### config.mk
export PLATFORM = sky130hd
export DESIGN_NAME = wake_frame_receiver
export DESIGN_NICKNAME = d
export VERILOG_FILES = /design/src/rtl/core/wfr_pkg.sv /design/src/rtl/core/wfr_front.sv /design/src/rtl/core/wfr_fifo.sv /design/src/rtl/core/wfr_back.sv /design/src/rtl/core/wake_frame_receiver.sv
export SDC_FILE = /design/constraint.sdc
export NUM_CORES = 1
export LEC_CHECK = 0
export BUFFER_PORTS_ARGS = -buffer_cell sky130_fd_sc_hd__buf_2
export CAP_MARGIN = 20
export CORE_MARGIN = 3
export CORE_UTILIZATION = 60
export CTS_CLUSTER_SIZE = 12
export DETAILED_ROUTE_END_ITERATION = 16
export PLACE_DENSITY_LB_ADDON = 0.05
export REMOVE_ABC_BUFFERS = 1
export SYNTH_ARGS = -nofsm -noshare
export SYNTH_HDL_FRONTEND = slang
export SYNTH_SLANG_ARGS = --single-unit
### constraint.sdc
create_clock -name clk_i -period 4.95 [get_ports clk_i]
set_clock_uncertainty 0.2 [all_clocks]
set_input_delay 0.2475 -clock clk_i [delete_from_list [all_inputs] [get_ports clk_i]]
set_output_delay 0.2475 -clock clk_i [all_outputs]
set_load 0.005 [all_outputs]
### src/rtl/core/wfr_pkg.sv
`timescale 1ns / 1ps
// Shared types, protocol codes and the CRC-8 fold of the frame receiver.
// No dependencies.
package wfr_pkg;

  localparam logic [7:0] FEND_CODE   = 8'hC0;
  localparam logic [7:0] FESC_CODE   = 8'hDB;
  localparam logic [7:0] TFEND_CODE  = 8'hDC;
  localparam logic [7:0] TFESC_CODE  = 8'hDD;
  localparam logic [7:0] CRC_POLY    = 8'h8C;
  localparam logic [7:0] CMD_TOP_BIT = 8'h80;

  localparam logic [15:0] MAX_LENGTH_RST = 16'd256;
  localparam logic [7:0]  CRC_SEED_RST   = 8'hDE;

  localparam int unsigned CFG_DATA_W = 32;
  localparam int unsigned CFG_ADDR_W = 3;
  localparam int unsigned OUT_DATA_W = 40;

  typedef enum logic [1:0] {
    KIND_FEND   = 2'd0,
    KIND_SKIP   = 2'd1,
    KIND_BADESC = 2'd2,
    KIND_BYTE   = 2'd3
  } kind_e;

  typedef enum logic [1:0] {
    ST_NONE  = 2'd0,
    ST_DATA  = 2'd1,
    ST_GOOD  = 2'd2,
    ST_ERROR = 2'd3
  } status_e;

  typedef struct packed {
    kind_e      kind;
    logic [7:0] data;
  } item_t;

  typedef struct packed {
    logic [15:0] byte_index;
    logic [7:0]  data_byte;
    logic [6:0]  command;
    status_e     status;
  } result_t;

  typedef struct packed {
    logic [15:0] max_length;
    logic [7:0]  crc_seed;
  } cfg_t;

  function automatic logic [7:0] crc8_fold(logic [7:0] crc, logic [7:0] b);
    logic [7:0] c;
    logic [7:0] d;
    c = crc;
    d = b;
    for (int i = 0; i < 8; i++) begin
      if ((c[0] ^ d[0]) == 1'b1) begin
        c = (c >> 1) ^ CRC_POLY;
      end else begin
        c = c >> 1;
      end
      d = d >> 1;
    end
    return c;
  endfunction

endpackage

### src/rtl/core/wfr_front.sv
`timescale 1ns / 1ps
// Front end: accepts raw bytes, unstuffs escapes and classifies each item.
// Depends on wfr_pkg.
module wfr_front (
  input  logic          clk_i,
  input  logic          rst_ni,
  input  logic          in_valid_i,
  output logic          in_ready_o,
  input  logic [7:0]    in_byte_i,
  input  logic          q_full_i,
  output logic          push_o,
  output wfr_pkg::item_t push_item_o
);

  logic [7:0] prev_q;
  logic [7:0] prev_d;
  logic       accept;

  assign in_ready_o = !q_full_i;
  assign accept     = in_valid_i && !q_full_i;
  assign push_o     = accept;
  assign prev_d     = accept ? in_byte_i : prev_q;

  always_comb begin
    push_item_o.kind = wfr_pkg::KIND_BYTE;
    push_item_o.data = in_byte_i;
    if (in_byte_i == wfr_pkg::FEND_CODE) begin
      push_item_o.kind = wfr_pkg::KIND_FEND;
    end else if (prev_q == wfr_pkg::FESC_CODE) begin
      if (in_byte_i == wfr_pkg::TFESC_CODE) begin
        push_item_o.data = wfr_pkg::FESC_CODE;
      end else if (in_byte_i == wfr_pkg::TFEND_CODE) begin
        push_item_o.data = wfr_pkg::FEND_CODE;
      end else begin
        push_item_o.kind = wfr_pkg::KIND_BADESC;
      end
    end else if (in_byte_i == wfr_pkg::FESC_CODE) begin
      push_item_o.kind = wfr_pkg::KIND_SKIP;
    end
  end

  always_ff @(posedge clk_i or negedge rst_ni) begin
    if (!rst_ni) begin
      prev_q <= '0;
    end else begin
      prev_q <= prev_d;
    end
  end

endmodule

### src/rtl/core/wfr_fifo.sv
`timescale 1ns / 1ps
// Two-entry queue of classified items between front and back end.
// Depends on wfr_pkg.
module wfr_fifo (
  input  logic           clk_i,
  input  logic           rst_ni,
  input  logic           push_i,
  input  wfr_pkg::item_t push_item_i,
  input  logic           pop_i,
  output wfr_pkg::item_t head_o,
  output logic           full_o,
  output logic           empty_o
);

  wfr_pkg::item_t mem_q [2];
  logic           wr_ptr_q, wr_ptr_d;
  logic           rd_ptr_q, rd_ptr_d;
  logic [1:0]     count_q, count_d;

  assign full_o  = (count_q == 2'd2);
  assign empty_o = (count_q == 2'd0);
  assign head_o  = mem_q[rd_ptr_q];

  always_comb begin
    wr_ptr_d = push_i ? ~wr_ptr_q : wr_ptr_q;
    rd_ptr_d = pop_i  ? ~rd_ptr_q : rd_ptr_q;
    count_d  = count_q;
    if (push_i && !pop_i) begin
      count_d = count_q + 2'd1;
    end else if (!push_i && pop_i) begin
      count_d = count_q - 2'd1;
    end
  end

  always_ff @(posedge clk_i) begin
    if (push_i) begin
      mem_q[wr_ptr_q] <= push_item_i;
    end
  end

  always_ff @(posedge clk_i or negedge rst_ni) begin
    if (!rst_ni) begin
      wr_ptr_q <= 1'b0;
      rd_ptr_q <= 1'b0;
      count_q  <= 2'd0;
    end else begin
      wr_ptr_q <= wr_ptr_d;
      rd_ptr_q <= rd_ptr_d;
      count_q  <= count_d;
    end
  end

`ifndef ASSERT_OFF
  a_count_range: assert property (@(posedge clk_i) disable iff (!rst_ni)
    count_q != 2'd3) else $error("queue count out of range");
  a_no_pop_empty: assert property (@(posedge clk_i) disable iff (!rst_ni)
    pop_i |-> count_q != 2'd0) else $error("pop from empty queue");
  a_no_push_full: assert property (@(posedge clk_i) disable iff (!rst_ni)
    push_i |-> count_q != 2'd2) else $error("push into full queue");
`endif

endmodule

### src/rtl/core/wfr_back.sv
`timescale 1ns / 1ps
// Back end: frame state machine, CRC-8 check and registered result output.
// Depends on wfr_pkg.
module wfr_back (
  input  logic             clk_i,
  input  logic             rst_ni,
  input  wfr_pkg::cfg_t    cfg_i,
  input  logic             q_empty_i,
  input  wfr_pkg::item_t   head_i,
  output logic             pop_o,
  output logic             out_valid_o,
  input  logic             out_ready_i,
  output wfr_pkg::result_t out_res_o
);

  typedef enum logic [2:0] {
    PH_IDLE   = 3'd0,
    PH_CMD    = 3'd1,
    PH_LEN_HI = 3'd2,
    PH_LEN_LO = 3'd3,
    PH_DATA   = 3'd4
  } phase_e;

  phase_e           phase_q, phase_d;
  logic [7:0]       crc_q, crc_d;
  logic [6:0]       cmd_q, cmd_d;
  logic [15:0]      len_q, len_d;
  logic [15:0]      cnt_q, cnt_d;
  logic             valid_q, valid_d;
  wfr_pkg::result_t res_q, res;
  logic [7:0]       b;
  logic [15:0]      len_full;

  assign pop_o       = !q_empty_i && (!valid_q || out_ready_i);
  assign out_valid_o = valid_q;
  assign out_res_o   = res_q;
  assign b           = head_i.data;
  assign len_full    = {len_q[15:8], b};

  always_comb begin
    phase_d = phase_q;
    crc_d   = crc_q;
    cmd_d   = cmd_q;
    len_d   = len_q;
    cnt_d   = cnt_q;
    res     = '{byte_index: '0, data_byte: '0, command: '0, status: wfr_pkg::ST_NONE};
    case (head_i.kind)
      wfr_pkg::KIND_FEND: begin
        phase_d = PH_CMD;
        crc_d   = wfr_pkg::crc8_fold(cfg_i.crc_seed, wfr_pkg::FEND_CODE);
      end
      wfr_pkg::KIND_BADESC: begin
        if (phase_q inside {PH_CMD, PH_LEN_HI, PH_LEN_LO, PH_DATA}) begin
          phase_d    = PH_IDLE;
          res.status = wfr_pkg::ST_ERROR;
        end
      end
      wfr_pkg::KIND_BYTE: begin
        case (phase_q)
          PH_CMD: begin
            if ((b & wfr_pkg::CMD_TOP_BIT) != 8'd0) begin
              phase_d    = PH_IDLE;
              res.status = wfr_pkg::ST_ERROR;
            end else begin
              cmd_d   = b[6:0];
              crc_d   = wfr_pkg::crc8_fold(crc_q, b);
              phase_d = PH_LEN_HI;
            end
          end
          PH_LEN_HI: begin
            len_d   = {b, 8'd0};
            crc_d   = wfr_pkg::crc8_fold(crc_q, b);
            phase_d = PH_LEN_LO;
          end
          PH_LEN_LO: begin
            len_d = len_full;
            if (len_full > cfg_i.max_length) begin
              phase_d    = PH_IDLE;
              res.status = wfr_pkg::ST_ERROR;
            end else begin
              crc_d   = wfr_pkg::crc8_fold(crc_q, b);
              cnt_d   = '0;
              phase_d = PH_DATA;
            end
          end
          PH_DATA: begin
            if (cnt_q < len_q) begin
              res.status     = wfr_pkg::ST_DATA;
              res.data_byte  = b;
              res.byte_index = cnt_q;
              cnt_d          = cnt_q + 16'd1;
              crc_d          = wfr_pkg::crc8_fold(crc_q, b);
            end else if (b != crc_q) begin
              phase_d    = PH_IDLE;
              res.status = wfr_pkg::ST_ERROR;
            end else begin
              phase_d     = PH_IDLE;
              res.status  = wfr_pkg::ST_GOOD;
              res.command = cmd_q;
            end
          end
          default: begin
            phase_d = PH_IDLE;
          end
        endcase
      end
      default: begin
      end
    endcase
    if (pop_o) begin
      valid_d = 1'b1;
    end else if (out_ready_i) begin
      valid_d = 1'b0;
    end else begin
      valid_d = valid_q;
    end
  end

  always_ff @(posedge clk_i or negedge rst_ni) begin
    if (!rst_ni) begin
      phase_q <= PH_IDLE;
      crc_q   <= '0;
      cmd_q   <= '0;
      len_q   <= '0;
      cnt_q   <= '0;
      valid_q <= 1'b0;
      res_q   <= '0;
    end else begin
      valid_q <= valid_d;
      if (pop_o) begin
        phase_q <= phase_d;
        crc_q   <= crc_d;
        cmd_q   <= cmd_d;
        len_q   <= len_d;
        cnt_q   <= cnt_d;
        res_q   <= res;
      end
    end
  end

`ifndef ASSERT_OFF
  a_end_to_idle: assert property (@(posedge clk_i) disable iff (!rst_ni)
    (pop_o && (res.status == wfr_pkg::ST_ERROR || res.status == wfr_pkg::ST_GOOD))
    |=> phase_q == PH_IDLE) else $error("frame end did not return to idle");
  a_count_bound: assert property (@(posedge clk_i) disable iff (!rst_ni)
    phase_q == PH_DATA |-> cnt_q <= len_q) else $error("data count past length");
  a_hold_stalled: assert property (@(posedge clk_i) disable iff (!rst_ni)
    (out_valid_o && !out_ready_i) |=> (out_valid_o && $stable(out_res_o)))
    else $error("result changed while stalled");
`endif

endmodule

### src/rtl/core/wake_frame_receiver.sv
`timescale 1ns / 1ps
// A byte accepted on the slave side is written into the queue, then popped into the registered master-side result.
// Throughput: one byte per cycle while the queue is not full; the two-entry queue and output register decouple stalls.
// The CRC-8 fold and frame state update are combinational and are registered when an item is popped.
// Reset: empty queue, no result pending, waiting for frame start,
// max_length = 256 and crc_seed = 0xDE.
module wake_frame_receiver (
  input  logic                              clk_i,
  input  logic                              rst_ni,
  input  logic                              s_axis_tvalid,
  output logic                              s_axis_tready,
  input  logic [7:0]                        s_axis_tdata,  // [7:0] rx_byte
  output logic                              m_axis_tvalid,
  input  logic                              m_axis_tready,
  // [1:0] status, [8:2] command, [16:9] data_byte, [32:17] byte_index, [39:33] zero
  output logic [wfr_pkg::OUT_DATA_W-1:0]    m_axis_tdata,
  input  logic                              psel,
  input  logic                              penable,
  input  logic                              pwrite,
  input  logic [wfr_pkg::CFG_ADDR_W-1:0]    paddr,
  input  logic [wfr_pkg::CFG_DATA_W-1:0]    pwdata,
  output logic [wfr_pkg::CFG_DATA_W-1:0]    prdata,
  output logic                              pready
);

  wfr_pkg::cfg_t    cfg_q, cfg_d;
  wfr_pkg::item_t   push_item;
  wfr_pkg::item_t   head;
  wfr_pkg::result_t res;
  logic             push, pop, q_full, q_empty;
  logic             wr_en;

  assign pready = 1'b1;
  assign wr_en  = psel && penable && pwrite;

  always_comb begin
    cfg_d = cfg_q;
    if (wr_en) begin
      if (paddr[2]) begin
        cfg_d.crc_seed = pwdata[7:0];
      end else begin
        cfg_d.max_length = pwdata[15:0];
      end
    end
    if (paddr[2]) begin
      prdata = {24'd0, cfg_q.crc_seed};
    end else begin
      prdata = {16'd0, cfg_q.max_length};
    end
  end

  always_ff @(posedge clk_i or negedge rst_ni) begin
    if (!rst_ni) begin
      cfg_q.max_length <= wfr_pkg::MAX_LENGTH_RST;
      cfg_q.crc_seed   <= wfr_pkg::CRC_SEED_RST;
    end else begin
      cfg_q <= cfg_d;
    end
  end

  wfr_front u_front (
    .clk_i       (clk_i),
    .rst_ni      (rst_ni),
    .in_valid_i  (s_axis_tvalid),
    .in_ready_o  (s_axis_tready),
    .in_byte_i   (s_axis_tdata),
    .q_full_i    (q_full),
    .push_o      (push),
    .push_item_o (push_item)
  );

  wfr_fifo u_fifo (
    .clk_i       (clk_i),
    .rst_ni      (rst_ni),
    .push_i      (push),
    .push_item_i (push_item),
    .pop_i       (pop),
    .head_o      (head),
    .full_o      (q_full),
    .empty_o     (q_empty)
  );

  wfr_back u_back (
    .clk_i       (clk_i),
    .rst_ni      (rst_ni),
    .cfg_i       (cfg_q),
    .q_empty_i   (q_empty),
    .head_i      (head),
    .pop_o       (pop),
    .out_valid_o (m_axis_tvalid),
    .out_ready_i (m_axis_tready),
    .out_res_o   (res)
  );

  assign m_axis_tdata = {7'd0, res.byte_index, res.data_byte, res.command, res.status};

endmodule

==> flow_summary.toml, run 1 <==
[yosys]
synthArstFlopShare_pct = 85.7
synth_area_leaders = "dfrtp_1 39%, mux2_2 8.3%, edfxtp_1 8.2%, ha_1 6.2%, a22o_1 3.4%"
synth_cells = 666
yosysSeqAreaShare_pct = 49.5
syn_avg_cell_area_sq_um = 11.0
synth-edff-count = 20
synth.distinct_cells = 60
ys.flop_type = "dfrtp_1"
ys.warnings.count = 0
yosys.area.top_type = "dfrtp_1"
synth_top_area_share_pct = 38.7
ys_ff_latch = 140
synth_area_sq_mm = 0.00730

[grt]
grt_pass1_vias = 5308
grt_overflow = 0
antenna_found_initial = 0
grt_max_degree = 85
track_usage_pct = 24.3
grt_pass1_wl_mm = 25.5

[route]
drc = 0
via_count = 5213
ant_nets = 0
drtPass1Iterations = 4
routed_wl_mm = 15.4
routed_via_density = 5.65
first_iter_violations = 387
wl_per_cell_um = 16.7

[setup_path]
worstSetupPathType = "reg2reg"
critPathLaunchType = "register"
max_stage_delay_ps = 700
cp_cell_sequence = "mux2_2, ha_1, nor2b_1, o211ai_1, a21boi_0, o41a_1, a31oi_1, a41oi_4, mux2_2"
critPathTopFamily = "compound AO/OA/AOI/OAI gates"
endpoint_kind = "register"
critPathMaxFanout = 11
crit_cells = 9
cp_common_cell = "mux2_2"
reg2regPathDepth = 9
crit_buf_inv = 0
cp_data_arrival_time_ps = 3830
crit_slowest_cell = "dfrtp_1"
crit_required_ps = 5050

[power]
internal_power_w = 0.00311
p_sw_share_pct = 37.4
comb_power_share_pct = 40.0
p_seq_share_pct = 34.4
p_clk_share_pct = 25.6
power.density_mw_per_mm2 = 579
ir_drop_mv = 0.442
p_switching_w = 0.00186
total_leakage_power_nw = 3.97

[sta]
period_needed_ps = 3730
slew_headroom_pct = 31.1
slew_violations = 0
rsz0062_at_grt = "false"
hold_viol = 0
fmax_ghz = 0.268
finalCritPeriodShare_pct = 75.4
hold_ws_ps = 120
tightest_slew_ps = 1030
setup_tns_ps = 0
setup_violations = 0

[clock_network]
cts_root_buf = "clkbuf_16"
cts_tree = "built"
htreeDepth = 4
cts_buffer_depth = 2
cts_made_buffers = 17
worstSkewPairLatency_ps = 430
clk_pin_slew_ps = 70
numClockSinks = 140
cts_post_setup_buffers_inserted = 0

[floorplan]
ios = 125
die_h_um = 116
die-width_um = 116
die-area_sq_mm = 0.0135
core.rowCount = 39
coreArea_sq_mm = 0.0117
start_util_pct = 62.6

[final_layout]
final_net_count = 853
multi_input_area_sq_mm = 0.00333
final_common_cell = "dfrtp_1"
regArea_sq_mm = 0.00361
final_cell_mix = "113 x dfrtp_1, 81 x buf_2, 61 x nand2_1"
fillers = 825
drive_gt1_share_pct = 25.0
fin_area_sq_mm = 0.00859
n_antenna_cell = 0
postLayoutCoreUtil_pct = 73.6
areaGrowthSynthToFinish_pct = 17.6

[placement]
dp_hpwl_mm = 10.5
post_dp_cell_area_sq_mm = 0.00770
gp_congestion = 0.825
io_buffers = 82

[run_status]
status = "completed"

[hold_path]
hp-class = "in2async"

[run]
cap_violations = 0
logic make-up after synthesis:
| group | share of synthesized area (%) |
|---|---|
| AO/OA/AOI/OAI | 12.9 |
| XOR/XNOR | 5.57 |
| adder cells (fa/ha/maj) | 6.17 |
| buffers and inverters | 6.14 |
| flip-flops | 49.5 |
| multiplexers | 9.39 |
| other | 0.103 |
| AND/OR/NAND/NOR | 10.2 |
final cells by class:
cell class              instances  area share, %
flip-flops and latches        140           42.1
multi-input cells             458           38.8
repair buffers                112           8.42
clock buffers                  18           5.25
well taps                     143           2.08
clock inverters                14           1.73
inverters                      38           1.66
stage by stage:
| step | setup slack, ps | instances | total power [W] |
|---|---|---|---|
| floorplan | 1550 | 636 | 0.00319 |
| global placement | 1350 | 864 | 0.00359 |
| detailed placement | 1330 | 864 | 0.00368 |
| CTS | 1190 | 922 | 0.00500 |
| global route | 925 | 923 | 0.00532 |
| finish | 1220 | 923 | 0.00497 |
path summary, 6_finish.rpt:
check | startpoint | end | slack (ps)
max in group asynchronous | rst_ni | u_back.len_q[15] | 3570
min in group clk_i | s_axis_tvalid | u_fifo.wr_ptr_q | 200
hold / removal | rst_ni | u_back.out_res_o[30] | 120
setup / recovery | u_fifo.rd_ptr_q | u_back.crc_q[2] | 1220
hold reg to reg | u_back.out_res_o[9] | u_back.out_res_o[9] | 280
setup reg to reg | u_fifo.rd_ptr_q | u_back.crc_q[2] | 1220
power by group through the flow:
| stage | Sequential [W] | Clock [W] | Combinational [W] |
|---|---|---|---|
| after floorplan | 0.00166 | 0 | 0.00152 |
| after global placement | 0.00171 | 0 | 0.00188 |
| after detailed placement | 0.00173 | 0 | 0.00195 |
| after CTS | 0.00171 | 0.00129 | 0.00200 |
| after global routing | 0.00175 | 0.00134 | 0.00222 |
| final | 0.00171 | 0.00127 | 0.00199 |
registers in the layout, indices dropped and copies added, names as in the netlist:
signal              count
u_fifo.count_q          2
u_fifo.mem_q           20
u_fifo.wr_ptr_q         1
u_back.len_q           16
u_back.out_valid_o      1
u_back.out_res_o       33
u_back.crc_q            8
u_front.prev_q          8
u_fifo.rd_ptr_q         1
u_back.cnt_q           16
u_back.phase_q          3
u_back.cmd_q            7
cfg_q                  24
timing repair:
| action | CTS | global route |
|---|---|---|
| setup endpoints to repair | 0 | 0 |
| hold buffers | 26 | 0 |
| endpoints found under the hold margin | 119 | 0 |
| gates resized for setup | 0 | 0 |
cell usage after synthesis, drive strengths merged (2+ instances only):
cell    instances
ha             36
o211ai          4
nor4            3
dfstp           7
o21a           10
nand4b          3
or3             3
nand2b          5
nor2b           6
inv            38
nand2          61
a21o            2
a31oi           7
xor2           22
and3            6
a211oi          4
buf            33
nand3b          2
nor2           34
a21oi          38
and2            2
a41oi           4
nand4           7
xnor2          18
mux2           55
clkbuf         19
o21ai          38
a22o           28
nand3          11
mux2i           5
conb            2
dfrtp         113
edfxtp         20
nor3            6
and4            2
routing by layer:
metal	vias to the layer above	part of all wire [%]	global-route usage [%]
met2	111	51	41.3
met5	-	0	0
li1	2516	-	-
met1	2570	44	29.9
met3	16	3.7	5.96
met4	0	1.6	9.20
Note: power is estimated with default switching activity, not from simulation.
==> run 2, diff against run 1 <==
Settings changed: CORE_UTILIZATION 60 to 51.
Clock period 4.95 ns to 3.33 ns, I/O delays scaled along.
==> run 2 against run 1 <==
Effect of this change:
- final cell count up 5.7%
- register-to-register slack worse by 1100 ps
- critical path depth unchanged
- final area up 2.1%
- sequential share of layout area down 0.84 points
- total power up 52%
- global-route usage down 3.4 points
- via count up 0.69%
- count of clock-buffer cells in the layout unchanged
- largest cell class unchanged
- largest power group unchanged
==> flow_summary.toml, run 2 (same netlist as run 1, synthesis figures left out) <==
[run_status]
status = "completed"

[grt]
antenna_found_initial = 0
grt_max_degree = 74
track_usage_pct = 20.9
grt_pass1_vias = 5328
grt_pass1_wl_mm = 26.4
grt_overflow = 0

[setup_path]
endpoint_kind = "register"
cp_common_cell = "mux2_2"
r2r_start = "u_fifo.rd_ptr_q"
critPathMaxFanout = 8
crit_slowest_cell = "dfrtp_2"
worstSetupPathType = "reg2reg"
max_stage_delay_ps = 440
reg2reg_to = "u_back.crc_q[1]"
critPathLaunchType = "register"
cp_cell_sequence = "buf_4, mux2_2, ha_1, o211ai_1, a21boi_0, o41a_1, a31oi_1, a41oi_4, mux2_2"
r2r_slack_ps = 130
cp_data_arrival_time_ps = 3300
crit_required_ps = 3430
critPathTopFamily = "compound AO/OA/AOI/OAI gates"
crit_buf_inv = 1
reg2regPathDepth = 9

[clock_network]
htreeDepth = 4
clk_pin_slew_ps = 60
cts_made_buffers = 17
cts_tree = "built"
numClockSinks = 140
worstSkewPairLatency_ps = 420
cts_root_buf = "clkbuf_16"
cts_buffer_depth = 2

[route]
routed_via_density = 5.38
drtPass1Iterations = 4
via_count = 5249
wl_per_cell_um = 16.3
drc = 0
routed_wl_mm = 15.9
ant_nets = 0
first_iter_violations = 346

[sta]
setup_violations = 0
hold_ws_ps = 123
rsz0062_at_grt = "false"
tightest_slew_ps = 893
finalCritPeriodShare_pct = 96.2
slew_headroom_pct = 40.2
hold_viol = 0
slew_violations = 0
fmax_ghz = 0.312
period_needed_ps = 3200

[floorplan]
start_util_pct = 52.4
die-width_um = 126
die_h_um = 126
ios = 125
die-area_sq_mm = 0.0158
core.rowCount = 43
coreArea_sq_mm = 0.0139

[final_layout]
final_common_cell = "dfrtp_1"
n_antenna_cell = 0
final_net_count = 869
areaGrowthSynthToFinish_pct = 20.1
drive_gt1_share_pct = 26.3
fillers = 1124
largest_reg_flops = 33
final_cell_mix = "112 x dfrtp_1, 81 x buf_2, 61 x nand2_1"
fin_area_sq_mm = 0.00876

[hold_path]
hp-class = "in2async"

[run]
cap_violations = 0

[power]
total_leakage_power_nw = 4.06
power.density_mw_per_mm2 = 862
ir_drop_mv = 0.649

[placement]
dp_hpwl_mm = 11.4
io_buffers = 82
gp_congestion = 0.850
post_dp_cell_area_sq_mm = 0.00790
==> run 2: cell types whose count changed in the layout (fill, tap and decap cells not counted), sizes merged <==
cell,before,now
buf,86,102
inv,46,38
clkinv,3,8
bufinv,1,4
==> run 2: worst max-delay path by stage <==
stage                     cells past startpoint         endpoint  slack (ps)             from
after floorplan                               9  u_back.cnt_q[1]         -70  u_fifo.rd_ptr_q
after global placement                        9  u_back.crc_q[0]         130  u_fifo.rd_ptr_q
after detailed placement                      9  u_back.crc_q[1]          90  u_fifo.rd_ptr_q
after CTS                                     9  u_back.crc_q[1]          30  u_fifo.rd_ptr_q
after global routing                          9  u_back.crc_q[1]           1  u_fifo.rd_ptr_q
final                                         9  u_back.crc_q[1]         130  u_fifo.rd_ptr_q
==> run 2: timing repair <==
item,in CTS,in global routing
gates resized for setup,0,1
endpoints found under the hold margin,96,0
setup buffers,0,0
endpoints found under the setup margin,0,10
hold buffers,26,0
==> run 2: layout make-up <==
class / count / area, sq um / share of cell area (%)
Sequential cell: 140 / 3610 / 41.2
Multi-Input combinational cell: 458 / 3330 / 38.0
Timing Repair Buffer: 128 / 848 / 9.68
Clock buffer: 18 / 429 / 4.90
Tap cell: 180 / 225 / 2.57
Clock inverter: 14 / 176 / 2.01
Inverter: 38 / 143 / 1.63
==> run 2: per-stage QoR <==
| stage | setup slack, ps | std cells | power (W) | util, % | setup TNS, ps |
|---|---|---|---|---|---|
| global placement | 129 | 918 | 0.00551 | 56.7 | 0 |
| detailed placement | 86.0 | 918 | 0.00560 | 56.7 | 0 |
| finish | 128 | 976 | 0.00756 | 62.9 | 0 |
| CTS | 28.4 | 976 | 0.00762 | 62.9 | 0 |
| floorplan | -74.7 | 636 | 0.00474 | - | -807 |
| global route | 1.37 | 976 | 0.00813 | 62.9 | 0 |
==> run 2: power breakdown <==
part	leakage [nW]	total [W]	switching (W)	internal (W)
sequential	1.69	0.00253	0.000333	0.00220
combinational	2.07	0.00309	0.00167	0.00143
clock	0.294	0.00194	0.000699	0.00124
total	4.06	0.00756	0.00270	0.00486
==> run 2: per-layer routing <==
metal  up-vias  wire length (um)  track usage [%]
li1       2539                 -                -
met2       120              8140             36.1
met3        15               683             5.47
met5         -                 0                0
met1      2575              6900             26.0
met4         0               196             5.74
==> run 3, diff against run 2 <==
Settings changed: GPL_TIMING_DRIVEN from default to 0.
==> run 3 against run 2 <==
Effect of this change:
- critical path depth increased by 2
- non-clock buffer count increased by 5
- combinational power grew 8.1%
- worst setup slack got worse by 34 ps
- sequential share of layout area decreased by 0.97 points
- sequential cell count unchanged
- fmax decreased by 1.1%
- via count up 1.0%
- clock power is 3% lower
- hold slack lost 110 ps
- first-iteration DRC count shrank 2.6%
- critical path type unchanged
- critical endpoint is now u_back.crc_q[2]
- highest routed layer unchanged
==> flow_summary.toml, run 3 (same netlist as run 1, synthesis figures left out) <==
[final_layout]
drive_gt1_share_pct = 29.2
n_antenna_cell = 0
final_common_cell = "dfrtp_1"
fin_area_sq_mm = 0.00897
largest_reg_flops = 33
final_cell_mix = "112 x dfrtp_1, 81 x buf_2, 61 x nand2_1"
postLayoutCoreUtil_pct = 64.4
final_net_count = 875
areaGrowthSynthToFinish_pct = 22.9

[sta]
tightest_slew_ps = 1030
finalCritPeriodShare_pct = 97.2
setup_violations = 0
period_needed_ps = 3240
hold_viol = 0
fmax_ghz = 0.309
slew_headroom_pct = 31.0
setup_tns_ps = 0
slew_violations = 0

[clock_network]
clk_pin_slew_ps = 60
cts_made_buffers = 17
cts_root_buf = "clkbuf_16"
cts_tree = "built"
cts_buffer_depth = 2
worstSkewPairLatency_ps = 430
numClockSinks = 140
htreeDepth = 4

[grt]
grt_pass1_wl_mm = 26.8
grt_max_degree = 82
grt.met2_usage_pct = 36.2
track_usage_pct = 21.1
grt_overflow = 0
grt.met3_usage_pct = 4.88
grt-busiest-layer = "met2"
grt_pass1_vias = 5400
antenna_found_initial = 0
grt_use_met1_pct = 26.4

[placement]
post_dp_cell_area_sq_mm = 0.00778
gp_congestion = 0.794
io_buffers = 82
dp_hpwl_mm = 10.8

[run_status]
status = "completed"

[run]
cap_violations = 0

[route]
first_iter_violations = 337
via_count = 5302
drc = 0
routed_wl_mm = 16.1
drtPass1Iterations = 5
routed_via_density = 5.40
ant_nets = 0
wl_per_cell_um = 16.4

[floorplan]
die-area_sq_mm = 0.0158
coreArea_sq_mm = 0.0139
die_h_um = 126
ios = 125
die-width_um = 126
start_util_pct = 52.4
core.rowCount = 43

[power]
power.density_mw_per_mm2 = 864
total_leakage_power_nw = 4.12
ir_drop_mv = 0.615

[setup_path]
endpoint_kind = "register"
cp_data_arrival_time_ps = 3340
worstSetupPathType = "reg2reg"
critPathMaxFanout = 8
r2r_start = "u_fifo.rd_ptr_q"
critPathLaunchType = "register"
r2r_slack_ps = 90
reg2regPathDepth = 11
crit_required_ps = 3440
reg2reg_to = "u_back.crc_q[2]"

[hold_path]
hp-class = "in2async"
run 3: cell count changes in the layout (fill, tap and decap cells not counted), sizes merged:
cell / change
clkbuf: -1
nor3: +1
bufinv: -2
buf: +5
inv: +3
clkinvlp: +1
clkinv: -1
run 3: layer usage:
metal | wire (um) | up-vias
met2 | 8320 | 131
met4 | 272 | 0
li1 | - | 2555
met5 | 0 | -
met3 | 673 | 20
met1 | 6860 | 2596
run 3: metrics by stage:
stage	worst slack [ps]	instances	total power, W	hold slack (ps)
floorplan	-74.7	636	0.00474	-329
detailed placement	-375	901	0.00549	-106
finish	93.5	982	0.00776	17.0
global placement	-1150	898	0.00537	189
CTS	18.3	964	0.00759	17.8
global route	-48.8	982	0.00832	45.1
run 3: how the worst max path moves through the flow:
| stage | endpoint | cells after the start | startpoint |
|---|---|---|---|
| floorplan | u_back.cnt_q[1] | 9 | u_fifo.rd_ptr_q |
| global placement | u_back.cnt_q[15] | 7 | u_fifo.rd_ptr_q |
| detailed placement | u_back.cnt_q[1] | 10 | u_fifo.rd_ptr_q |
| CTS | u_back.cnt_q[1] | 11 | u_fifo.rd_ptr_q |
| global route | u_back.crc_q[1] | 11 | u_fifo.rd_ptr_q |
| finish | u_back.crc_q[2] | 11 | u_fifo.rd_ptr_q |
run 3: repair_timing:
item,in CTS,in global routing
pin swaps,4,5
gates cloned,1,0
hold buffers,26,0
hold endpoints to repair,171,0
gates resized for setup,12,18
buffers inserted,4,18
endpoints found under the setup margin,54,41
run 3: layout make-up:
class | count | area (sq um)
Clock inverter | 15 | 168
Sequential cell | 140 | 3610
Timing Repair Buffer | 133 | 916
Clock buffer | 17 | 425
Multi-Input combinational cell | 459 | 3480
Fill cell | 1116 | 4960
Tap cell | 180 | 225
Inverter | 38 | 143
run 3: critical path: stages, from the launching register on:
cell      delay [ps]
dfrtp_2          480
buf_6            170
mux2_4           350
ha_4             280
nand4_1          100
nor3_2           150
a21boi_2         190
o41a_1           290
a31oi_4          140
a41oi_4          270
buf_12           150
mux2_2           330
run 3: where the power goes:
| part | internal, W | switching (W) |
|---|---|---|
| clock | 0.00111 | 0.000771 |
| sequential | 0.00219 | 0.000338 |
| combinational | 0.00158 | 0.00176 |
